<file path="src/sv/quaternion_frame_rotation_top_macros.svh">
`ifndef QUATERNION_FRAME_ROTATION_TOP_MACROS_SVH
`define QUATERNION_FRAME_ROTATION_TOP_MACROS_SVH

// Checks that the consequent holds in the same cycle as the antecedent.
`define QFR_ASSERT_NOW(lbl, ante, cons, msg) \
	lbl: assert property (@(posedge clk) disable iff (!arst_n) (ante) |-> (cons)) \
		else $error(msg);

// Checks that the consequent holds in the cycle after the antecedent.
`define QFR_ASSERT_NEXT(lbl, ante, cons, msg) \
	lbl: assert property (@(posedge clk) disable iff (!arst_n) (ante) |=> (cons)) \
		else $error(msg);

`endif

</file>
<file path="src/sv/qfr_pkg.sv">
package qfr_pkg;

	localparam int COMP_W    = 16;
	localparam int FRAC_W    = 14;
	localparam int ROW_W     = 48;
	localparam int NUM_ROWS  = 3;
	localparam int CFG_IDX_W = 2;

	localparam logic [CFG_IDX_W-1:0] CFG_ROW0 = 2'd0;
	localparam logic [CFG_IDX_W-1:0] CFG_ROW1 = 2'd1;
	localparam logic [CFG_IDX_W-1:0] CFG_ROW2 = 2'd2;

	localparam logic [ROW_W-1:0] MOUNT_RST0 = 48'd16384;
	localparam logic [ROW_W-1:0] MOUNT_RST1 = 48'd1073741824;
	localparam logic [ROW_W-1:0] MOUNT_RST2 = 48'd70368744177664;

	localparam int DVS_W   = 33;
	localparam int DVD_W   = DVS_W + FRAC_W;
	localparam int QB      = FRAC_W + 1;
	localparam int DIV_LAT = QB + 2;

	localparam int MAG_W   = 30;
	localparam int RAD_W   = 2 * MAG_W + 2;
	localparam int ROOT_W  = MAG_W + 1;
	localparam int SQ_LAT  = ROOT_W + 1;

	typedef struct packed {
		logic [3:0][MAG_W-1:0] mag;
		logic [3:0]            neg;
		logic                  deg;
		logic                  err;
	} qfr_side_t;

endpackage

</file>
<file path="src/sv/qfr_div.sv">
module qfr_div (
	input  logic                              clk,
	input  logic                              en,
	input  logic [qfr_pkg::DVD_W-1:0]         dvd,
	input  logic [qfr_pkg::DVS_W-1:0]         dvs,
	input  logic                              neg,
	output logic signed [qfr_pkg::COMP_W-1:0] quo
);
	import qfr_pkg::*;

	logic [DVD_W-1:0] rem_s [0:QB-1];
	logic [DVS_W-1:0] dvs_s [0:QB-1];
	logic [QB-1:0]    quo_s [0:QB];
	logic             neg_s [0:QB];

	always_ff @(posedge clk) begin
		if (en) begin
			rem_s[0] <= dvd;
			dvs_s[0] <= dvs;
			quo_s[0] <= '0;
			neg_s[0] <= neg;
		end
	end

	for (genvar j = 0; j < QB; j++) begin : g_step
		localparam int SH = QB - 1 - j;
		logic [DVD_W-1:0] trial;
		logic             take;

		assign trial = DVD_W'(dvs_s[j]) << SH;
		assign take  = rem_s[j] >= trial;

		always_ff @(posedge clk) begin
			if (en) begin
				quo_s[j+1] <= {quo_s[j][QB-2:0], take};
				neg_s[j+1] <= neg_s[j];
			end
		end

		if (j < QB - 1) begin : g_fwd
			always_ff @(posedge clk) begin
				if (en) begin
					rem_s[j+1] <= take ? rem_s[j] - trial : rem_s[j];
					dvs_s[j+1] <= dvs_s[j];
				end
			end
		end
	end

	always_ff @(posedge clk) begin
		if (en) begin
			quo <= neg_s[QB] ? -signed'({1'b0, quo_s[QB]}) : signed'({1'b0, quo_s[QB]});
		end
	end

endmodule

</file>
<file path="config.mk">
export PLATFORM = sky130hd
export DESIGN_NAME = qfr_div
export DESIGN_NICKNAME = d
export VERILOG_FILES = /design/src/sv/quaternion_frame_rotation_top_macros.svh /design/src/sv/qfr_pkg.sv /design/src/sv/qfr_div.sv
export SDC_FILE = /design/constraint.sdc
export NUM_CORES = 2
export LEC_CHECK = 0
export ABC_AREA = 1
export BUFFER_PORTS_ARGS = -buffer_cell sky130_fd_sc_hd__buf_2
export CAP_MARGIN = 20
export CORE_MARGIN = 5
export CORE_UTILIZATION = 50
export CTS_BUF_LIST = sky130_fd_sc_hd__clkbuf_2 sky130_fd_sc_hd__clkbuf_4 sky130_fd_sc_hd__clkbuf_8
export CTS_CLUSTER_SIZE = 30
export DETAILED_ROUTE_END_ITERATION = 10
export PLACE_DENSITY = 0.65
export SLEW_MARGIN = 30
export SYNTH_ARGS = -nofsm -noshare
export SYNTH_HDL_FRONTEND = slang
export SYNTH_SLANG_ARGS = --single-unit
</file>
<file path="constraint.sdc">
create_clock -name clk -period 4.05 [get_ports clk]
set_input_delay 0.405 -clock clk [delete_from_list [all_inputs] [get_ports clk]]
set_output_delay 0.405 -clock clk [all_outputs]
set_load 0.03 [all_outputs]
</file>
=== Yosys cells after proc, flatten, opt, wreduce, memory -nomap -nowiden ===
Memories as Yosys holds them, arrays and structs flattened.
Cells that the tools add are included.

* Memories: 4
* Word-level logic and storage cells: 53
* ROM bits: 0
* Bits in latches: 0
* Register bits after elaboration: 16
* Bits in writable memories: 1456
* Output and inout port bits: 16
* Bits of input ports: 83

{| class="wikitable"
|+ Memories
! memory !! depth !! width !! read ports !! clocked after Yosys merged registers in !! wr ports !! line !! source
|-
| rem_s || 15 || 47 || 15 || 0 || 15 || qfr_div.sv:11 || <nowiki>logic [DVD_W-1:0] rem_s [0:QB-1];</nowiki>
|-
| dvs_s || 15 || 33 || 15 || 0 || 15 || qfr_div.sv:12 || <nowiki>logic [DVS_W-1:0] dvs_s [0:QB-1];</nowiki>
|-
| quo_s || 16 || 15 || 16 || 0 || 16 || qfr_div.sv:13 || <nowiki>logic [QB-1:0] quo_s [0:QB];</nowiki>
|-
| neg_s || 16 || 1 || 16 || 0 || 16 || qfr_div.sv:14 || <nowiki>logic neg_s [0:QB];</nowiki>
|}

* Shift operators: 0
* Bitwise logic cells: 0
* Multiplexer cells: 17
* Reduce and logical (&&, ||, !) cells: 0
* Order comparisons: 15
* $add $sub $neg: 15
* Div/mod/pow operators: 0
* Multipliers: 0
* Eq/ne operators: 0

{| class="wikitable"
|+ Operators with widths
! operator !! number
|-
| $mux 47 || 14
|-
| $ge 47x33->1 || 1
|-
| $ge 47x34->1 || 1
|-
| $ge 47x35->1 || 1
|-
| $ge 47x36->1 || 1
|-
| $ge 47x37->1 || 1
|-
| $ge 47x38->1 || 1
|-
| $ge 47x39->1 || 1
|-
| $ge 47x40->1 || 1
|-
| $ge 47x41->1 || 1
|-
| $ge 47x42->1 || 1
|-
| $ge 47x43->1 || 1
|-
| $ge 47x44->1 || 1
|-
| $ge 47x45->1 || 1
|-
| $ge 47x46->1 || 1
|-
| $ge 47x47->1 || 1
|-
| $sub 47x34->47 || 1
|-
| $sub 47x35->47 || 1
|-
| $sub 47x36->47 || 1
|-
| $sub 47x37->47 || 1
|-
| $sub 47x38->47 || 1
|-
| $sub 47x39->47 || 1
|-
| $sub 47x40->47 || 1
|-
| $sub 47x41->47 || 1
|-
| other kinds (9) || 10
|}

=== Depth between registers and ports, before layout ===
An unclocked memory read counts as a cell.

* Depth after elaboration: 3
* Mapped depth: 17
* Gate-level depth less buffers: 16

=== Least setup slack after synthesis ===
Ideal clock, no wire load.

* Path kind: flip-flop to flip-flop
* Start point: memory rem_s[1][144] (netlist name)
* End point: memory rem_s[1][212] (netlist name), data pin
* Setup time: 0.252 ns
* Slack: 1.736 ns
* Path buffers: 1
* Period minus slack after synthesis: 2.314 ns
* Arrival: 2.061 ns
* Stages on the path, launching flop included: 16
* Required time: 3.798 ns
* Cells stage by stage: edfxtp_1 inv_1 ha_1 inv_1 fa_1 nand3_1 nand3_1 nand3_1 nand3_2 nand2_1 nand2_1 nand2_2 nand2_8 buf_6 nand2_1 nand2_1

{| class="wikitable"
|+ RTL lines
! element !! line
|-
| start, declared || qfr_div.sv:11
|}

==> impl_metrics.py <==
metrics = {
    "critical_path": {
        "crit_required_ns": 4.85,
        "crit_path_start_kind": "flip-flop",
        "r2r-start": "rem_s[0][336]$_DFFE_PP_",
        "crit_buf_inv": 4,
        "cp-end-kind": "flip-flop",
        "path_common_cell": "nand3_1",
        "critPathMaxStageDelay_ns": 0.74,
        "regToRegEndpoint": "rem_s[1][43]$_DFFE_PP_",
        "worstSetupPathType": "reg2reg",
        "r2r_cells": 14,
        "cp_cell_sequence": "inv_1 -> ha_1 -> inv_1 -> fa_1 -> nand2_1 -> nand3_1 -> nand3_1 -> nand2_1 -> nand3_1 -> nand3_1 -> nor2_2 -> buf_4 -> a21oi_1 -> buf_4",
        "crit_fanout": 16,
        "crit_slowest_cell": "nor2_2",
        "crit_family": "simple AND/OR/NAND/NOR gates",
        "cp.arrival_ns": 4.32,
        "r2r_slack_ns": 0.53,
    },
    "sta": {
        "relSlewSlack": 0.3098,
        "rsz0062_at_grt": "no",
        "layout_min_cycle_time_ns": 3.518,
        "hold_viol": 0,
        "fmax_ghz": 0.2842,
        "drv_slew": 0,
        "finalCritPeriodShare": 0.8687,
        "finalSetupViolCount": 0,
        "worst_slew_pin_slew_ns": 1.024,
        "timing.setup.tns_ns": 0,
        "finClkSkew_ns": 0.07368,
    },
    "power_and_ir_drop": {
        "pwr-share-seq": 0.328,
        "power.density_mw_per_mm2": 693.2,
        "swShare": 0.4711,
        "vdd_ir_drop_max_mv": 0.4354,
        "pwr-share-clk": 0.190,
        "p_sw_mw": 33.71,
        "leakage_nw": 53.68,
        "combPwrFrac": 0.482,
        "power.internal_mw": 37.85,
    },
    "cts": {
        "cts_buffer_depth": 3,
        "cts_tree": "done",
        "insertion_delay_ns": 1.04,
        "path_clk_slew_ns": 0.07,
        "post_cts_buffers": 0,
        "cts-htree-levels": 4,
        "cts_sinks": 1352,
        "root_buffer": "clkbuf_8",
        "cts_made_buffers": 228,
    },
    "flow_run": {
        "cap_violations": 0,
    },
    "grt": {
        "grt_pass1_wl_um": 520500,
        "grt_max_degree": 109,
        "track_usage": 0.3581,
        "grt_pass1_vias": 81490,
        "overflow": 0,
        "antenna_found_initial": 25,
    },
    "die": {
        "ios": 99,
        "start_util": 0.5009,
        "core_region_area_mm2": 0.1872,
        "rows": 159,
        "die-area_mm2": 0.1963,
        "die_x_um": 443.1,
        "die_h_um": 443.1,
    },
    "synth": {
        "synth_top_cell_by_area": "edfxtp_1",
        "ys_types": 48,
        "synth_commonest_cells": "nand2_1, inv_1, edfxtp_1",
        "synth_seq_cells": 1352,
        "yosysTopAreaCellShare": 0.4330,
        "synth.yosys.seq_area_share": 0.4330,
        "synth_most_common_cell": "nand2_1",
        "ys.flop_type": "edfxtp_1",
        "syn_area_mm2": 0.09377,
        "synth.avg_cell_area_um2": 7.245,
        "synth_area_leaders": "edfxtp_1, nand2_1, inv_1",
        "syn_inst": 12940,
        "synth_edf_count": 1352,
        "synth_warnings": 0,
        "synthArstFlopShare": 0,
        "syn_nets": 13540,
    },
    "route": {
        "drc": 0,
        "drt_iter0_drc": 7805,
        "vias": 84310,
        "dr.pass1.iters": 5,
        "wirelength_um": 360500,
        "antenna_left": 0,
        "wl_per_cell_um": 22.48,
        "drt-vias-per-instance": 5.257,
    },
    "worst_hold_path": {
        "min_from": "dvd[31]",
        "hold_path_depth": 2,
        "hold_path.class": "in2reg",
        "holdPathEnd": "rem_s[0][31]$_DFFE_PP_",
    },
    "placement": {
        "port_buffers": 98,
        "hpwlAfterDp_um": 298000,
        "gp_congestion": 1.057,
        "placed_area_mm2": 0.09737,
    },
    "finish": {
        "final_nets": 13930,
        "drive_above_1_share": 0.05655,
        "area_growth_pct": 10.09,
        "num-fill-cells": 18130,
        "post-route-cell-area_mm2": 0.1032,
        "seq_area_mm2": 0.04060,
        "final_util": 0.5514,
        "multi_input_area_mm2": 0.04211,
    },
    "status": {
        "status": "complete, no violations",
    },
}
[how the worst max path moves through the flow]
stage	from	endpoint	slack, ns	cells after the start
2_1_floorplan	rem_s[1][144]$_DFFE_PP_	rem_s[1][212]$_DFFE_PP_	1.74	15
6_report	rem_s[0][336]$_DFFE_PP_	rem_s[1][43]$_DFFE_PP_	0.53	14
4_1_cts	rem_s[0][336]$_DFFE_PP_	rem_s[1][43]$_DFFE_PP_	0.62	14
5_1_grt	rem_s[0][336]$_DFFE_PP_	rem_s[1][43]$_DFFE_PP_	0.39	14
3_5_place_dp	rem_s[0][336]$_DFFE_PP_	rem_s[1][43]$_DFFE_PP_	0.64	14
3_3_place_gp	rem_s[0][336]$_DFFE_PP_	rem_s[1][43]$_DFFE_PP_	0.66	14
[power groups by stage]
| stage | Sequential [mW] | Clock, mW | Combinational [mW] |
|---|---|---|---|
| global placement | 23.6 | 0 | 33.4 |
| finish | 23.5 | 13.6 | 34.5 |
| CTS | 23.4 | 13.8 | 33.8 |
| detailed placement | 23.6 | 0 | 33.5 |
| global route | 23.4 | 14.5 | 38.3 |
| floorplan | 21.0 | 0 | 23.4 |
[metrics by stage]
step / instances / power (mW) / hold WS, ns / worst slack, ns
CTS: 16020 / 70.98 / 0.01980 / 0.6227
global route: 16030 / 76.21 / 0.05052 / 0.3859
finish: 16040 / 71.56 / 0.09059 / 0.5318
floorplan: 12940 / 44.47 / 0.4003 / 1.737
detailed placement: 15520 / 57.16 / 0.4045 / 0.6437
global placement: 15520 / 56.99 / 0.4003 / 0.6587
[kinds of logic (layout without fill, tap and decap cells)]
family	after synthesis	count (layout)	synth area share
other	0	13	0
XOR/XNOR	263	263	0.02457
buffers and inverters	2804	3390	0.1179
AND/OR/NAND/NOR	7514	7514	0.3256
adder cells (fa/ha/maj)	510	510	0.06917
flip-flops	1352	1352	0.4330
AO/OA/AOI/OAI	500	500	0.02976
[repair_timing]
item                      in CTS  in global routing
gates resized for setup        0                  0
hold endpoints to repair      93                  0
hold buffers                  82                  0
[area by class of cell]
| cell class | instances | area share |
|---|---|---|
| inverters | 2706 | 0.09842 |
| clock buffers | 289 | 0.03490 |
| diodes | 13 | 0.0003151 |
| clock inverters | 131 | 0.01330 |
| flip-flops and latches | 1352 | 0.3933 |
| multi-input cells | 8787 | 0.4080 |
| repair buffers | 264 | 0.02157 |
| well taps | 2495 | 0.03024 |
[flip-flops by register name, summed over array words and instances, names as in the netlist]
register and cells:
rem_s 705, dvs_s 495, quo_s 120, neg_s 16
quo 16
[worst reg2reg max path: stages, from the launching register on]
cell      delay (ns)
edfxtp_1        0.40
inv_1           0.08
ha_1            0.13
inv_1           0.10
fa_1            0.50
nand2_1         0.11
nand3_1         0.08
nand3_1         0.08
nand2_1         0.19
nand3_1         0.16
nand3_1         0.13
nor2_2          0.74
buf_4           0.36
a21oi_1         0.08
buf_4           0.14
[layer usage]
metal	up-vias	global-route usage	share of wire	routed length [um]
li1	40870	-	-	-
met1	38870	0.4153	0.37	132700
met2	3644	0.5953	0.47	168100
met3	924	0.05570	0.071	25490
met4	10	0.2763	0.094	34060
met5	-	0	0.00023	82
[cells in the final DEF, fill, tap and decap left out, types with 82 or more instances in the layout]
cell	instances
xor2_1	249
buf_2	97
nand3_1	617
clkbuf_8	229
nor2_1	900
nand4_1	143
nand2_1	5489
dlygate4sd3_1	82
ha_1	496
edfxtp_1	1352
inv_1	2679
a21oi_1	352
nor3_1	101
Note: power is estimated with default switching activity, not from simulation.
